**src/rsd_pkg.sv**
```systemverilog
`default_nettype none
package rsd_pkg;

  localparam int unsigned QDepth = 4;
  localparam int unsigned QAw    = $clog2(QDepth);
  localparam int unsigned QCw    = $clog2(QDepth + 1);

  localparam logic [6:0] CountMask = 7'h7f;

  localparam logic [2:0] ST_OK         = 3'd0;
  localparam logic [2:0] ST_LIT_OVER   = 3'd1;
  localparam logic [2:0] ST_LIT_SHORT  = 3'd2;
  localparam logic [2:0] ST_REP_OVER   = 3'd3;
  localparam logic [2:0] ST_REP_NOVAL  = 3'd4;
  localparam logic [2:0] ST_INCOMPLETE = 3'd5;
  localparam logic [2:0] ST_UNUSED     = 3'd6;

  // one classified input beat as it sits in the queue
  typedef struct packed {
    logic       end_req;
    logic [7:0] data;
    logic       last;
    logic [6:0] count;
    logic       literal;
    logic       count_zero;
  } rsd_item_t;

  typedef struct packed {
    logic full;
    logic valid;
  } rsd_qstat_t;

endpackage
`default_nettype wire

```
**src/rsd_front.sv**
```systemverilog
`default_nettype none
module rsd_front import rsd_pkg::*; (
  input  wire logic       in_valid,
  input  wire logic       in_req_type,
  input  wire logic [7:0] in_data_byte,
  input  wire logic       in_last_byte,
  input  wire rsd_qstat_t qstat,
  output logic            in_stall,
  output logic            push,
  output rsd_item_t       item
);

  assign in_stall = qstat.full;
  assign push     = in_valid & ~qstat.full;

  // decode the code-byte fields once here so the back end only updates state
  always_comb begin
    item.end_req    = in_req_type;
    item.data       = in_data_byte;
    item.last       = in_last_byte;
    item.count      = in_data_byte[6:0] & CountMask;
    item.literal    = in_data_byte[7];
    item.count_zero = (in_data_byte[6:0] == 7'd0);
  end

endmodule
`default_nettype wire

```
**src/rsd_queue.sv**
```systemverilog
`default_nettype none
module rsd_queue import rsd_pkg::*; (
  input  wire logic      clk,
  input  wire logic      rst_n,
  input  wire logic      push,
  input  wire rsd_item_t push_item,
  input  wire logic      pop,
  output rsd_item_t      head_item,
  output rsd_qstat_t     qstat
);

  rsd_item_t          slot_r [QDepth];
  logic [QAw-1:0]     wr_ptr_r, wr_ptr_nxt;
  logic [QAw-1:0]     rd_ptr_r, rd_ptr_nxt;
  logic [QCw-1:0]     fill_r, fill_nxt;
  logic               do_pop;

  assign do_pop      = pop & (fill_r != '0);
  assign head_item   = slot_r[rd_ptr_r];
  assign qstat.valid = (fill_r != '0);
  assign qstat.full  = (fill_r == QCw'(QDepth));

  always_comb begin
    wr_ptr_nxt = push   ? QAw'(wr_ptr_r + 1'b1) : wr_ptr_r;
    rd_ptr_nxt = do_pop ? QAw'(rd_ptr_r + 1'b1) : rd_ptr_r;
    fill_nxt   = fill_r;
    if (push && !do_pop) begin
      fill_nxt = QCw'(fill_r + 1'b1);
    end else if (!push && do_pop) begin
      fill_nxt = QCw'(fill_r - 1'b1);
    end
  end

  always_ff @(posedge clk) begin
    if (!rst_n) begin
      wr_ptr_r <= '0;
      rd_ptr_r <= '0;
      fill_r   <= '0;
    end else begin
      wr_ptr_r <= wr_ptr_nxt;
      rd_ptr_r <= rd_ptr_nxt;
      fill_r   <= fill_nxt;
    end
  end

  always_ff @(posedge clk) begin
    if (push) begin
      slot_r[wr_ptr_r] <= push_item;
    end
  end

endmodule
`default_nettype wire

```
**src/rsd_back.sv**
```systemverilog
`default_nettype none
module rsd_back import rsd_pkg::*; (
  input  wire logic        clk,
  input  wire logic        rst_n,
  input  wire logic        cfg_valid,
  input  wire logic [15:0] cfg_line_width,
  output logic             cfg_ready,
  input  wire rsd_qstat_t  qstat,
  input  wire rsd_item_t   head_item,
  output logic             pop,
  input  wire logic        out_stall,
  output logic             out_valid,
  output logic             out_sample_valid,
  output logic [7:0]       out_sample_value,
  output logic [6:0]       out_repeat_count,
  output logic             out_line_done,
  output logic [2:0]       out_line_status
);

  localparam logic [1:0] MODE_CODE    = 2'd0;
  localparam logic [1:0] MODE_LITERAL = 2'd1;
  localparam logic [1:0] MODE_VALUE   = 2'd2;
  localparam logic [1:0] MODE_STOPPED = 2'd3;

  logic [15:0] width_r, width_nxt;
  logic [1:0]  mode_r, mode_nxt;
  logic [6:0]  run_r, run_nxt;
  logic [15:0] pix_r, pix_nxt;
  logic [2:0]  err_r, err_nxt;
  logic        extra_r, extra_nxt;

  logic        out_valid_r;
  logic        smp_valid_r, done_r;
  logic [7:0]  value_r;
  logic [6:0]  rep_r;
  logic [2:0]  status_r;

  logic        emit, done, has_result, cfg_wr;
  logic [7:0]  val;
  logic [6:0]  rep;
  logic [2:0]  status;
  logic [6:0]  run_dec;

  assign cfg_ready = 1'b1;
  assign cfg_wr    = cfg_valid & cfg_ready;
  assign pop       = qstat.valid & (~out_valid_r | ~out_stall);
  assign run_dec   = 7'(run_r - 1'b1);

  always_comb begin
    width_nxt = width_r;
    mode_nxt  = mode_r;
    run_nxt   = run_r;
    pix_nxt   = pix_r;
    err_nxt   = err_r;
    extra_nxt = extra_r;
    emit      = 1'b0;
    val       = 8'd0;
    rep       = 7'd0;
    done      = 1'b0;
    status    = ST_OK;

    if (cfg_wr) begin
      width_nxt = cfg_line_width;
      mode_nxt  = MODE_CODE;
      run_nxt   = 7'd0;
      pix_nxt   = cfg_line_width;
      err_nxt   = ST_OK;
      extra_nxt = 1'b0;
    end else if (pop) begin
      if (!head_item.end_req) begin
        done = head_item.last;
        if (err_r == ST_OK) begin
          unique case (mode_r)
            MODE_CODE: begin
              priority if (pix_r == 16'd0) begin
                extra_nxt = 1'b1;
              end else if (head_item.count_zero) begin
                mode_nxt = MODE_STOPPED;
              end else if ({9'd0, head_item.count} > pix_r) begin
                err_nxt = head_item.literal ? ST_LIT_OVER : ST_REP_OVER;
              end else if (head_item.last) begin
                err_nxt = head_item.literal ? ST_LIT_SHORT : ST_REP_NOVAL;
              end else begin
                pix_nxt  = pix_r - {9'd0, head_item.count};
                run_nxt  = head_item.count;
                mode_nxt = head_item.literal ? MODE_LITERAL : MODE_VALUE;
              end
            end
            MODE_LITERAL: begin
              emit    = 1'b1;
              val     = head_item.data;
              rep     = 7'd1;
              run_nxt = run_dec;
              if (run_dec == 7'd0) begin
                mode_nxt = MODE_CODE;
              end else if (head_item.last) begin
                err_nxt = ST_LIT_SHORT;
              end
            end
            MODE_VALUE: begin
              emit     = 1'b1;
              val      = head_item.data;
              rep      = run_r;
              run_nxt  = 7'd0;
              mode_nxt = MODE_CODE;
            end
            MODE_STOPPED: begin
              extra_nxt = 1'b1;
            end
            default: begin
              mode_nxt = MODE_CODE;
            end
          endcase
        end
      end else begin
        done = 1'b1;
      end

      // status looks at the state left after this beat
      if (done) begin
        priority if (err_nxt != ST_OK) begin
          status = err_nxt;
        end else if (mode_nxt == MODE_LITERAL && run_nxt != 7'd0) begin
          status = ST_LIT_SHORT;
        end else if (mode_nxt == MODE_VALUE) begin
          status = ST_REP_NOVAL;
        end else if (pix_nxt != 16'd0) begin
          status = ST_INCOMPLETE;
        end else if (extra_nxt) begin
          status = ST_UNUSED;
        end else begin
          status = ST_OK;
        end
        mode_nxt  = MODE_CODE;
        run_nxt   = 7'd0;
        pix_nxt   = width_r;
        err_nxt   = ST_OK;
        extra_nxt = 1'b0;
      end
    end
  end

  assign has_result = pop & ~cfg_wr & (emit | done);

  always_ff @(posedge clk) begin
    if (!rst_n) begin
      width_r     <= 16'd1;
      mode_r      <= MODE_CODE;
      run_r       <= 7'd0;
      pix_r       <= 16'd1;
      err_r       <= ST_OK;
      extra_r     <= 1'b0;
      out_valid_r <= 1'b0;
    end else begin
      width_r <= width_nxt;
      mode_r  <= mode_nxt;
      run_r   <= run_nxt;
      pix_r   <= pix_nxt;
      err_r   <= err_nxt;
      extra_r <= extra_nxt;
      if (has_result) begin
        out_valid_r <= 1'b1;
      end else if (!out_stall) begin
        out_valid_r <= 1'b0;
      end
    end
  end

  always_ff @(posedge clk) begin
    if (has_result) begin
      smp_valid_r <= emit;
      value_r     <= val;
      rep_r       <= rep;
      done_r      <= done;
      status_r    <= status;
    end
  end

  assign out_valid        = out_valid_r;
  assign out_sample_valid = smp_valid_r;
  assign out_sample_value = value_r;
  assign out_repeat_count = rep_r;
  assign out_line_done    = done_r;
  assign out_line_status  = status_r;

endmodule
`default_nettype wire

```
**src/rle_scanline_decoder_unit.sv**
```systemverilog
`default_nettype none
// path: an input beat is written into the queue, then its result is
// registered in the result register when the back end pops it
// throughput: one input beat per cycle while out_stall is low, set by the
// decode step in the back end; a four-entry queue lets the front keep taking
// beats while the result register is stalled, until the queue is full
// reset: synchronous active low; empties the queue and the result register,
// sets the line width to 1 and starts a fresh line
module rle_scanline_decoder_unit import rsd_pkg::*; (
  input  wire logic        clk,
  input  wire logic        rst_n,
  input  wire logic        in_valid,
  output logic             in_stall,
  input  wire logic        in_req_type,
  input  wire logic [7:0]  in_data_byte,
  input  wire logic        in_last_byte,
  output logic             out_valid,
  input  wire logic        out_stall,
  output logic             out_sample_valid,
  output logic [7:0]       out_sample_value,
  output logic [6:0]       out_repeat_count,
  output logic             out_line_done,
  output logic [2:0]       out_line_status,
  input  wire logic        cfg_valid,
  output logic             cfg_ready,
  input  wire logic [15:0] cfg_line_width
);

  rsd_item_t  push_item, head_item;
  rsd_qstat_t qstat;
  logic       push, pop;

  rsd_front u_front (
    .in_valid     (in_valid),
    .in_req_type  (in_req_type),
    .in_data_byte (in_data_byte),
    .in_last_byte (in_last_byte),
    .qstat        (qstat),
    .in_stall     (in_stall),
    .push         (push),
    .item         (push_item)
  );

  rsd_queue u_queue (
    .clk       (clk),
    .rst_n     (rst_n),
    .push      (push),
    .push_item (push_item),
    .pop       (pop),
    .head_item (head_item),
    .qstat     (qstat)
  );

  rsd_back u_back (
    .clk              (clk),
    .rst_n            (rst_n),
    .cfg_valid        (cfg_valid),
    .cfg_line_width   (cfg_line_width),
    .cfg_ready        (cfg_ready),
    .qstat            (qstat),
    .head_item        (head_item),
    .pop              (pop),
    .out_stall        (out_stall),
    .out_valid        (out_valid),
    .out_sample_valid (out_sample_valid),
    .out_sample_value (out_sample_value),
    .out_repeat_count (out_repeat_count),
    .out_line_done    (out_line_done),
    .out_line_status  (out_line_status)
  );

endmodule
`default_nettype wire
```
**config.mk**
```make
export PLATFORM = sky130hd
export DESIGN_NAME = rle_scanline_decoder_unit
export DESIGN_NICKNAME = d
export VERILOG_FILES = /design/src/rsd_pkg.sv /design/src/rsd_front.sv /design/src/rsd_queue.sv /design/src/rsd_back.sv /design/src/rle_scanline_decoder_unit.sv
export SDC_FILE = /design/constraint.sdc
export NUM_CORES = 1
export LEC_CHECK = 0
export ABC_AREA = 0
export BUFFER_PORTS_ARGS = -buffer_cell sky130_fd_sc_hd__clkbuf_2
export CORE_MARGIN = 2
export CORE_UTILIZATION = 40
export DETAILED_ROUTE_END_ITERATION = 10
export MAX_ROUTING_LAYER = met4
export RECOVER_POWER = 50
export SETUP_SLACK_MARGIN = 0.05
export SLEW_MARGIN = 20
export SYNTH_ARGS = -nofsm -noshare
export SYNTH_HDL_FRONTEND = slang
export SYNTH_SLANG_ARGS = --single-unit
export TNS_END_PERCENT = 5
```
**constraint.sdc**
```tcl
create_clock -name clk -period 9.6 [get_ports clk]
set_input_delay 0.48 -clock clk [delete_from_list [all_inputs] [get_ports clk]]
set_output_delay 0.48 -clock clk [all_outputs]
set_load 0.02 [all_outputs]
```
==> results of run 1 <==
-- power by group --
group          switching [mW]  internal [mW]
logic                   0.554          0.295
registers              0.0591          0.617
clock network           0.229          0.374
total                   0.842           1.29
-- sequential cells by signal (all words and copies together) (netlist names), 2 cells and up, named ones only --
signal,cells
u_back.pix_r,16
u_back.run_r,7
u_back.out_line_status,3
u_back.out_sample_value,8
u_queue.wr_ptr_r,2
u_queue.rd_ptr_r,2
u_back.err_r,3
u_queue.fill_r,3
u_back.out_repeat_count,7
u_back.width_r,16
u_queue.slot_r,44
u_back.mode_r,2
-- metal layers --
layer  track usage (%)  wire length (um)
met4              9.14               387
met2              33.2              7870
met5                 -                 0
met1              27.5              7690
met3              4.41               838
-- how the worst min path moves through the flow --
stage	cells past startpoint	slack, ns	to	from
final	3	0.32	u_back.width_r[14]	cfg_line_width[14]
after global placement	2	0.45	u_back.width_r[15]	u_back.width_r[15]
after global routing	1	0.32	u_queue.slot_r[3][9]	in_last_byte
after floorplan	2	0.43	u_back.pix_r[0]	u_back.width_r[0]
after detailed placement	2	0.45	u_back.width_r[15]	u_back.width_r[15]
after CTS	1	0.27	u_queue.slot_r[1][9]	in_last_byte
-- layout by cell type (no fill, tap or decap), types with 5 or more instances in the layout --
cell,synthesis,final
sky130_fd_sc_hd__clkbuf_1,19,36
sky130_fd_sc_hd__nor2_1,69,69
sky130_fd_sc_hd__a21oi_1,55,55
sky130_fd_sc_hd__mux2_2,5,5
sky130_fd_sc_hd__o21ai_0,23,23
sky130_fd_sc_hd__nand2_1,51,51
sky130_fd_sc_hd__nand2b_1,5,5
sky130_fd_sc_hd__a211oi_1,7,7
sky130_fd_sc_hd__edfxtp_1,64,64
sky130_fd_sc_hd__mux4_2,8,8
sky130_fd_sc_hd__ha_1,19,19
sky130_fd_sc_hd__clkbuf_16,0,18
sky130_fd_sc_hd__a31oi_1,7,7
sky130_fd_sc_hd__o221ai_1,5,5
sky130_fd_sc_hd__xnor2_1,10,10
sky130_fd_sc_hd__mux2i_1,14,14
sky130_fd_sc_hd__a22oi_1,7,7
sky130_fd_sc_hd__a21o_1,8,8
sky130_fd_sc_hd__or3_1,7,7
sky130_fd_sc_hd__inv_1,25,25
sky130_fd_sc_hd__nand3_1,12,12
sky130_fd_sc_hd__nor3_1,12,12
sky130_fd_sc_hd__nor4_1,11,11
sky130_fd_sc_hd__and3_1,13,13
sky130_fd_sc_hd__xor2_1,6,6
sky130_fd_sc_hd__dfxtp_1,55,55
sky130_fd_sc_hd__clkbuf_2,0,18
-- worst max-delay path, delay by kind of cell (launching register included) --
kind                     cells  cell delay (ns)
AND/OR/NAND/NOR              7             1.98
flip-flops                   1             0.86
adder cells (fa/ha/maj)      2             0.70
multiplexers                 1             0.66
AO/OA/AOI/OAI                2             0.43
-- metrics by stage --
step	util, %	setup WS [ns]	cell area (um^2)	power [mW]	hold WS (ns)
after global routing	47.0	4.42	7140	2.25	0.323
after global placement	43.5	4.89	6620	1.52	0.449
final	47.0	4.79	7140	2.13	0.315
after detailed placement	43.5	4.77	6620	1.53	0.449
after CTS	47.2	4.74	7180	2.13	0.269
after floorplan	-	5.32	6220	1.29	0.427
-- cell type report --
class	instances	area share, %
clock buffers	21	6.52
clock inverters	11	1.38
repair buffers	56	3.47
inverters	27	1.42
flip-flops and latches	119	42.3
well taps	188	3.30
multi-input cells	439	41.6
-- cell families after synthesis --
family / share of synthesized area [%]
xor+xnor: 2.25
flops: 48.6
mux: 6.05
compound gates: 17.4
fa+ha+maj: 4.46
simple gates: 17.4
other cells: 0.0602
buf+inv: 3.78
==> results by stage, run 1 <==
Status:
- The flow ran to the end, and the final reports show no timing, DRC or antenna violations.

Synthesis:
- The commonest cells after synthesis are sky130_fd_sc_hd__nor2_1 (69), sky130_fd_sc_hd__edfxtp_1 (64), sky130_fd_sc_hd__a21oi_1 (55), sky130_fd_sc_hd__dfxtp_1 (55), sky130_fd_sc_hd__nand2_1 (51).
- Counting distinct cell types in the post-synthesis netlist gives 81.
- The number of nets in the synthesized netlist is 668.
- The proportion of netlist area held by the largest area contributor is between 30% and 40%.
- sky130_fd_sc_hd__nor2_1 is the most common cell in the netlist.
- The sequential cell area fraction in the yosys report is around half.
- In this run, synthesis inferred 64 flip-flops with an integrated enable.
- Summing every instance area after synthesis gives a little over 0.006 mm^2.
- The share of async-settable or async-resettable flops after synthesis is 0%.
- Yosys printed 0 warnings.
- The synthesis-stage register bit count is 119.
- The gate count of the mapped netlist is 616.
- After synthesis, the cell types taking the most area are sky130_fd_sc_hd__edfxtp_1 (31%), sky130_fd_sc_hd__dfxtp_1 (18%), sky130_fd_sc_hd__a21oi_1 (4.4%).
- The cell type contributing the most total cell area after synthesis is sky130_fd_sc_hd__edfxtp_1.
- The average cell area after synthesis is 10.1 um^2.
- The most frequently used flop master after synthesis is sky130_fd_sc_hd__edfxtp_1.

Detailed routing:
- After detailed routing, the number of remaining DRC violations is 0.
- The first TritonRoute pass finished after 5 iterations.
- Dividing the detail-routed wire length by the instance count gives 19.5 um.
- The detailed router finished its first iteration with 322 violations.
- Wires add up to 16800 um.
- The vias after detailed routing is 5050.
- After detailed routing, the number of vias per cell comes to around 5.9.
- In this run the remaining antenna-violating nets after routing total 0.

Die:
- The core region is 0.0152 mm^2.
- The floorplan has 45 rows.
- The overall die area is between 0.015 and 0.02 mm^2.
- The chip height is about 130 um.
- The floorplan step set the die width to 129 um.
- The starting density of the core is 40.9%.
- During I/O placement, the number of pins put on the boundary was 54.

Clocking:
- The number of H-tree levels is 4.
- The buffer depth of the longest clock path is 2.
- The clock net in this run drives a total of 119 sinks.
- Clock tree synthesis selected as its root buffer the cell sky130_fd_sc_hd__clkbuf_16.
- The TritonCTS clock tree is built.
- Once the clock tree was built, the resizer swapped 0 gates to a different size.
- After clock tree synthesis, the setup repair step added 0 buffers.
- Buffers inserted to repair hold after CTS numbered 0.
- The later-pin clock latency in the skew report is roughly 0.42 ns.
- The number of clock buffers added by TritonCTS is 17.
- The clock edge transition at the registers on the reported setup and hold paths is 0.06 ns.

STA:
- The final critical path takes up approximately 50% of the cycle.
- The sum of negative setup slack is 0 ns.
- The worst path in the final design needs a cycle of ~4.8 ns, including I/O delays and setup.
- Setup repair after global routing left no endpoint under its margin.
- The final-report max-slew violation count is 0.
- At the pin with the least slew margin, the transition time is roughly 1.3 ns.
- The highest attainable clock frequency is approximately 210 MHz.
- The final setup violation count is 0.
- The count of final hold-check violations is 0.
- The relative slew slack is 11.8%.
- The post-route clock skew is 0.00838 ns.

Finish:
- Cells with a size suffix above 1 make up 12.5% of the layout.
- In the final layout, the multi-input gates occupy 0.00297 mm^2.
- The layout overhead on the synthesized area is 14.7%.
- The filler cells instantiated in the layout total roughly 1400.
- 0 antenna diodes ended up in the layout.
- Excluding fillers, the count of instances in the completed layout stands at 861.
- The net count of the finished layout is 712.
- Registers take 0.00302 mm^2.

Place:
- The total half-perimeter wirelength after legalization and detailed placement is approximately 12000 um.
- In this run, placement finished with an instance count of 829.
- The number of buffers inserted by port buffering is 52.
- The congestion estimate from routability-driven global placement came to 0.925.

Setup path:
- The master of the slowest instance on the critical path is sky130_fd_sc_hd__dfxtp_1.
- The logic depth of the worst register-to-register path is 12.
- Walking the worst path, the cells encountered are mux4_2 -> ha_1 -> fa_1 -> nand3b_1 -> a21o_1 -> nand3_1 -> nand3_1 -> or4_1 -> nand3_1 -> and4bb_1 -> nor3b_2 -> a211oi_2.
- At the worst endpoint, the required time is just under 10 ns.
- The worst register-to-register path has a setup slack of 4.79 ns.
- The end of the critical path is u_back.out_line_status[2].
- In this run the worst path has a maximum fanout of 19.
- The classification of the worst setup path is reg -> reg.
- The largest single stage delay on the critical path is around 0.86 ns.
- Data on the critical path arrives at its endpoint at 5.05 ns.
- The critical register-to-register path endpoint is u_back.out_line_status[2].
- STA classifies the critical path startpoint as a flip-flop.
- The library cell appearing most often on the critical path is sky130_fd_sc_hd__nand3_1.
- STA classifies the critical path endpoint as a flip-flop.

Worst hold path:
- The class of the worst hold path is in -> reg.

Flow run:
- The number of max-capacitance violations reported is 0.

Global route:
- The number of global-route vias before repair is 4931.
- The first global-routing pass estimated roughly 26000 um of wire.
- The total routing usage reported by global routing is 21.5%.
- The global route total overflow is 0.
- The largest net degree at the start of global routing is 36.
- The initial antenna violation count is 0.

Power:
- VDD sags by at most 0.150 mV.
- The total leakage power is 2.67 nW.
- Dividing total power by cell area gives a power density of 298 mW/mm^2.
No activity file was read; power rests on OpenSTA's default activity.
==> inputs of run 2 (changes only) <==
==> constraint.sdc (replaced) <==
create_clock -name clk -period 3.9 [get_ports clk]
set_input_delay 0.195 -clock clk [delete_from_list [all_inputs] [get_ports clk]]
set_output_delay 0.195 -clock clk [all_outputs]
set_load 0.02 [all_outputs]
==> run 2 against run 1 <==
Compared with the run above: routed wire length increased by 3.2%; clock power increased by 140%; sequential power is 140% higher; maximum frequency grew 28%; clock skew increased by 0.0018 ns; setup slack got worse by 4.6 ns; count of clock-buffer cells in the layout increased by 3; sequential share of layout area decreased by 2.6 points; utilization rose by 3.2 points; critical path type unchanged.
==> results by stage, run 2 (synthesis results as in run 1) <==
Setup path:
- The setup path with the least slack is of type reg -> reg.
- The nature of the critical path startpoint is a flip-flop.
- In this run the worst path has a maximum fanout of 4.
- The largest individual stage delay along the critical path comes from the cell sky130_fd_sc_hd__mux4_2.
- The endpoint kind of the worst setup timing path is a flip-flop.
- The critical path goes through mux4_2 -> ha_4 -> fa_2 -> nand3b_1 -> buf_6 -> a21o_4 -> nand3_2 -> nand3_4 -> or4_4 -> nand3_1 -> and4bb_2 -> nor3b_2 -> a211oi_2.
- The data required time of the critical path is 4.15 ns.
- Data arrives at the worst endpoint at 4.00 ns.
- The peak per-stage delay on the critical path is 0.55 ns.

Detailed routing:
- In this run the remaining antenna-violating nets after routing total 0.
- The ratio of routed vias to standard cells is 5.79.
- The first detailed-routing pass ran for 5 iterations.
- After the first detailed-routing iteration, the DRC count stood at 352.
- After detailed routing, the average wire length per cell comes to 19.2 um.
- The vias after detailed routing is about 5200.
- The number of remaining DRC errors is 0.
- The wire length reported by the detailed router is around 17000 um.

Clocking:
- The tree built by TritonCTS fans out to 119 sinks.
- CTS placed an instance of sky130_fd_sc_hd__clkbuf_16 at the clock tree root.
- The later-pin clock latency in the skew report is 0.42 ns.
- The number of buffers created by CTS is 17.
- Clock-pin slew was measured on the worst setup and hold paths at 0.05 ns.
- In this run the deepest clock path goes through 2 buffers.
- The TritonCTS clock tree is built.
- In this run the number of H-tree levels came out at 4.

Die:
- The number of placement rows is 45.
- 54 I/O pins were placed.
- From bottom edge to top edge, the die measures 129 um.
- The overall die area is 0.0166 mm^2.
- The starting density of the core is 40.9%.
- The horizontal die dimension is around 130 um.
- The floorplan step defined a core boundary enclosing approximately 0.015 mm^2.

Global route:
- For this run, the total global-route usage over all layers was measured as 22.2%.
- The number of global-route vias before repair is 5125.
- The largest net degree at the start of global routing is 36.
- For this run the aggregate overflow at the end of global routing stands at 0.
- The first-pass GRT wire length is 27200 um.
- The initial antenna violation count came to 0.

Power:
- The overall power after layout is 5.72 mW.
- IR analysis of the VDD net gives a maximum drop of about 0.56 mV.
- The power density relative to cell area is about 750 mW/mm^2.
- Summed over all cells, the static leakage comes to 2.88 nW.

Flow run:
- The number of max-capacitance violations reported is 0.

Finish:
- The register with the most flip-flops in the layout has between 40 and 50 of them.
- The proportion of layout cells with a drive suffix above 1 is 19.4%.
- The net count of the finished layout is 751.
- The library cell used most frequently in the layout, excluding fill and tap cells, is sky130_fd_sc_hd__nor2_1.
- In the final layout, the registers with the most flip-flops are u_queue.slot_r x44, u_back.pix_r x16, u_back.width_r x16.
- The count of cells in the finished layout, fillers not included, comes to 900.
- The antenna diode count is 0.
- The layout overhead on the synthesized area is 22.5%.
- u_queue.slot_r holds more flip-flops than any other register.
- The top cell types in the final layout, fill and taps aside, are sky130_fd_sc_hd__nor2_1 (69), sky130_fd_sc_hd__edfxtp_1 (64), sky130_fd_sc_hd__a21oi_1 (54), sky130_fd_sc_hd__dfxtp_1 (54), sky130_fd_sc_hd__nand2_1 (50).

Place:
- At the end of routability-driven placement, the weighted congestion stood at just over 1.
- The total half-perimeter wirelength after legalization and detailed placement is between 10000 and 15000 um.
- In this run the tool buffered the top-level ports with 52 buffer cells.
- Counting tap cells, the placed design contains a total of 858 instances.
- At the placement stage, the worst setup path has a slack of 0.0566 ns.

STA:
- The final critical path takes up 96.1% of the cycle.
- On the final layout, the worst hold slack is 0.0238 ns.
- Setup violations remaining at the end of the flow were counted as 0.
- In this run the tightest slew margin relative to its limit is between 10% and 20%.
- The final-report max-slew violation count came to 0.
- The highest attainable clock frequency is between 200 and 300 MHz.
- Setup repair after global routing could not meet its margin everywhere.
- The post-route clock skew is 0.0102 ns.
- The worst setup margin is 0.152 ns.
- The count of final hold-check violations is 0.
- Subtracting the final worst setup slack from the clock period gives 3.75 ns.
- The transition at the pin with the smallest max-transition slack is 1.23 ns.
- Summed over all failing endpoints, the final setup total negative slack is 0 ns.

Worst hold path:
- The class of the worst hold path is in -> reg.

Status:
- The run finished with clean final reports.
run 2: report_power, final:
group          internal [mW]  switching [mW]
clock network          0.926           0.546
logic                   1.04            1.58
registers               1.52           0.110
total                   3.48            2.24
run 2: worst paths after layout:
check                                        start                   endpoint  slack (ns)  cells after the start
worst max-delay path                     flip-flop  u_back.out_line_status[2]        0.15                     13
worst max register to register           flip-flop  u_back.out_line_status[2]        0.15                     13
worst min-delay path             cfg_line_width[0]          u_back.width_r[0]        0.02                      3
worst min register to register  u_back.width_r[15]         u_back.width_r[15]        0.46                      2
run 2: what timing repair did:
action,CTS,global route
setup buffers,1,6
endpoints found under the setup margin,1,4
hold endpoints to repair,12,0
hold buffers,3,0
resized for setup,1,28
pin swaps,2,19
run 2: per-stage QoR:
stage	util, %	cell area, um^2
2_1_floorplan	-	6260
3_3_place_gp	45.2	6880
3_5_place_dp	45.2	6880
4_1_cts	49.2	7480
5_1_grt	50.1	7620
6_report	50.1	7620
run 2: per-layer routing:
metal / vias up / routed length, um / global-route usage [%] / share of wire, %
li1: 2479 / - / - / -
met1: 2523 / 7860 / 28.8 / 45
met2: 188 / 8120 / 34.3 / 47
met3: 25 / 990 / 4.86 / 5.7
met4: 0 / 353 / 8.06 / 2.0
met5: - / 0 / - / 0
run 2: final cells by class:
type / count / area (um^2)
Fill cell: 1428 / 7580
Sequential cell: 119 / 3030
Clock buffer: 24 / 483
Inverter: 27 / 101
Clock inverter: 8 / 73.8
Timing Repair Buffer: 95 / 589
Tap cell: 188 / 235
Multi-Input combinational cell: 439 / 3110
run 2: critical path, delay by kind of cell (launching register included):
family / cells / cell delay (ns)
and+or+nand+nor: 7 / 1.55
muxes: 1 / 0.55
adders and majority gates: 2 / 0.52
AOI/OAI and AO/OA: 2 / 0.40
DFF: 1 / 0.36
buffers and inverters: 1 / 0.19
==> inputs of run 3 (changes only) <==
--- a/config.mk
+++ b/config.mk
@@ -16,5 +16,6 @@
 export SLEW_MARGIN = 20
 export SYNTH_ARGS = -nofsm -noshare
 export SYNTH_HDL_FRONTEND = slang
+export SYNTH_HIERARCHICAL = 1
 export SYNTH_SLANG_ARGS = --single-unit
 export TNS_END_PERCENT = 5
==> run 3 against run 2 <==
Compared with the run above: the flow now finishes with violations (capacitance limit, slew limit); clock skew fell by 0.0021 ns; routed wire length fell by 3.5%; hold slack got worse by 0.0012 ns; combinational power fell by 19%; setup slack got worse by 0.0050 ns; cell count rose by 5.8%; maximum frequency fell by 0.13%; synthesized cell count rose by 4.4%; sequential share of layout area rose by 6.9 points; power rose by 0.59%; global-route usage fell by 4.5 points; critical path type unchanged; largest cell class is now sequential cells; largest power group unchanged.
==> results by stage, run 3 <==
Die:
- The horizontal die dimension is 140 um.
- The total area inside the core boundary comes to 0.0181 mm^2.
- The I/O pin count is between 50 and 60.
- The chip height is 140 um.
- The initial utilization of the core area, before any placement, comes to roughly two fifths.
- The overall die area is 0.0197 mm^2.
- The number of placement rows is 49.

Global route:
- The global route total overflow is 0.
- The number of global-route vias before repair is roughly 5200.
- The largest net degree at the start of global routing is 42.
- The initial antenna violation count is 0.
- The first global-routing pass estimated roughly 26000 um of wire.
- The total routing usage reported by global routing is 17.7%.

Setup path:
- The cell family contributing the most delay on the critical path is compound AO/OA/AOI/OAI gates.
- Along the worst path, the maximum fanout reaches 7.
- The classification of the worst setup path is reg -> reg.
- The endpoint kind of the worst setup timing path is a flip-flop.
- The library cell appearing most often on the critical path is sky130_fd_sc_hd__buf_4.
- The peak per-stage delay on the critical path is 0.59 ns.
- The data arrival time of the critical path is 3.93 ns.
- The combined buffer and inverter count along the critical path is 5.
- On the critical path, the stage with the largest delay is an instance of sky130_fd_sc_hd__a2111oi_1.
- The worst setup path is launched from a flip-flop.
- The data required time of the critical path is 4.08 ns.
- The critical path goes through buf_6 -> mux4_2 -> fa_1 -> nand2b_1 -> buf_4 -> a2111oi_1 -> a311oi_2 -> buf_4 -> buf_4 -> o2bb2ai_2 -> nand4_2 -> buf_4 -> nor4_4 -> o221a_1.

STA:
- In this run the tightest slew margin relative to its limit is -2.47%.
- Hold timing on the final database bottoms out at a slack of 0.0226 ns.
- The final setup violation count is 0.
- The worst setup margin is 0.147 ns.
- For this run, the top clock speed supported by timing is 266 MHz.
- The transition at the pin with the smallest max-transition slack is 1.54 ns.
- The minimum clock period after layout is 3.75 ns.
- The final period utilization is 96.2%.
- The post-route clock skew is 0.00804 ns.
- The count of final hold-check violations is 0.
- The final-report max-slew violation count is 35.

Power:
- Power comes to 5.75 mW.
- The register share of total power is ~36%.
- The switching power share of the total is 36.8%.
- The switching power is 2.12 mW.
- In this run the power density over the cells is 672 mW/mm^2.
- VDD sags by at most 0.355 mV.
- The part of the total power dissipated in combinational logic is 36.7%.
- The clock network burns 27.5% of the power.
- For this design the static power due to leakage is 3.13 nW.
- The internal portion of total power is 3.64 mW.

Detailed routing:
- The first TritonRoute pass finished after 5 iterations.
- The vias after detailed routing is 5233.
- The post-route antenna net violation count is 0.
- The wire length per cell after detailed routing is 17.6 um.
- For this block, the initial DRC count from the detailed router was 334.
- The final layout contains routed wiring with a total length of 16700 um.
- The number of remaining DRC errors is 0.
- The ratio of routed vias to standard cells is approximately 5.5.

Synthesis:
- Ranked by total cell area, the synthesized netlist is headed by sky130_fd_sc_hd__edfxtp_1 (39%), sky130_fd_sc_hd__dfxtp_1 (15%), sky130_fd_sc_hd__mux4_1 (3.2%).
- The count of flip-flops with a built-in enable after synthesis is 96.
- Summed over all instances, the cell type with the most area after synthesis is sky130_fd_sc_hd__edfxtp_1.
- Synthesis produced a netlist whose cell count is about 640.
- Synthesis instantiated between 70 and 80 different standard cells from the library.
- For this run, the number of Yosys warnings is 6.
- The sequential cell area fraction in the yosys report is between 50 and 60%.
- The number of nets in the synthesized netlist is 694.
- The most numerous cell in the Yosys netlist is sky130_fd_sc_hd__edfxtp_1.
- The average cell area after synthesis is roughly 12 um^2.
- After synthesis, the largest area contributor takes up 38.8% of total cell area.
- The area of the mapped netlist is between 0.007 and 0.008 mm^2.
- In the synthesized netlist the dominant register cell turns out to be sky130_fd_sc_hd__edfxtp_1.
- The synthesis-stage register bit count is 151.
- The share of async-settable or async-resettable flops after synthesis is 0%.
- In the synthesized netlist, the cells that appear most often are sky130_fd_sc_hd__edfxtp_1 (96), sky130_fd_sc_hd__nand2_1 (57), sky130_fd_sc_hd__dfxtp_1 (55).

Finish:
- In the final layout, the registers with the most flip-flops are u_queue/slot_r x76, u_back/pix_r x16, u_back/width_r x16.
- The library cell used most frequently in the layout, excluding fill and tap cells, is sky130_fd_sc_hd__edfxtp_1.
- In the final design database the tool counted 761 nets.
- The final cell utilization of the core is 47.3%.
- The count of cells in the finished layout, fillers not included, comes to between 900 and 1000.
- The register with the most flip-flops in the final layout is u_queue/slot_r.
- The layout overhead on the synthesized area is 15.3%.
- The register with the most flip-flops in the layout has 76 of them.
- The antenna diode count is 0.
- Leaving out fill and tap cells, the most frequent cells in the layout are sky130_fd_sc_hd__edfxtp_1 (96), sky130_fd_sc_hd__nand2_1 (57), sky130_fd_sc_hd__dfxtp_1 (54).
- The proportion of layout cells with a drive suffix above 1 is around 16%.

Place:
- The routability-driven placement congestion ratio is 0.883.
- During placement, the flow inserted port buffers numbering 52.
- The cell count after placement is 916.
- The wire-length estimate of the detail-placed layout is 11600 um.
- Prior to clock tree synthesis, the placed netlist has a worst setup slack of ~0.02 ns.

Clocking:
- TritonCTS built the clock tree.
- CTS saw 151 sinks.
- Clock-pin slew was measured on the worst setup and hold paths at 0.07 ns.
- The number of H-tree levels is 4.
- The clock reaches the later pin of the worst-skew pair after 0.43 ns.
- The tree is rooted in a sky130_fd_sc_hd__clkbuf_16.
- The buffer depth of the longest clock path is 2.
- The number of buffers created by CTS is 17.

Flow run:
- The number of max-capacitance violations reported is 1.

Worst hold path:
- The class of the worst hold path is in -> reg.

Status:
- The final reports fail on capacitance limit, slew limit.
- The flow ran to the end, but the final reports show violations.
-- run 3: worst paths after layout --
kind,start,to,slack (ns),depth (start not counted)
max,flip-flop,u_back/out_line_status[1],0.15,14
min,cfg_line_width[12],u_back/width_r[12],0.02,3
max reg2reg,flip-flop,u_back/out_line_status[1],0.15,14
min reg2reg,u_back/width_r[0],u_back/width_r[0],0.47,2
-- run 3: power groups by stage --
stage               Combinational, mW  Clock, mW  Sequential, mW
global route                     2.31       1.69            2.08
floorplan                        1.37          0            2.13
global placement                 2.03          0            2.09
CTS                              2.09       1.63            2.07
detailed placement               2.06          0            2.10
finish                           2.11       1.58            2.06
-- run 3: per-layer routing --
metal / vias up / track usage (%) / part of all wire (%)
li1: 2513 / - / -
met1: 2571 / 20.8 / 43
met2: 121 / 29.5 / 51
met3: 28 / 4.27 / 4.3
met4: 0 / 6.75 / 2.0
met5: - / - / 0
-- run 3: cell families (layout without fill, tap and decap cells) --
kind of cell | Yosys count | count (layout) | share of synthesized area (%)
flip-flops | 151 | 151 | 53.7
multiplexers | 25 | 25 | 7.03
AND/OR/NAND/NOR | 205 | 205 | 14.1
adder cells (fa/ha/maj) | 20 | 20 | 3.57
other | 1 | 1 | 0.0505
XOR/XNOR | 10 | 10 | 1.18
AO/OA/AOI/OAI | 159 | 159 | 15.3
buffers and inverters | 72 | 152 | 5.04
-- run 3: cell type report --
class	instances	area [um^2]
repair buffers	91	513
multi-input cells	420	3090
fillers	1645	9530
clock buffers	17	425
inverters	29	109
well taps	229	287
flip-flops and latches	151	3990
clock inverters	15	150
-- run 3: worst register-to-register path: cells and delay by family (launching register included) --
kind | cells | cell delay, ns
mux | 1 | 0.54
simple gates | 3 | 0.32
compound gates | 4 | 1.08
buf+inv | 5 | 0.75
fa+ha+maj | 1 | 0.45
flops | 1 | 0.36
-- run 3: repair_timing --
item / in CTS / in global routing
setup buffers: 0 / 2
pin swaps: 0 / 1
hold buffers: 2 / 0
resized for setup: 3 / 15
setup endpoints to repair: 2 / 5
endpoints found under the hold margin: 8 / 0
-- run 3: through the flow --
stage / TNS (ns) / area, um^2
after floorplan: 0 / 7420
after global placement: 0 / 7970
after detailed placement: 0 / 7970
after CTS: 0 / 8580
after global routing: -0.0187 / 8560
final: 0 / 8560
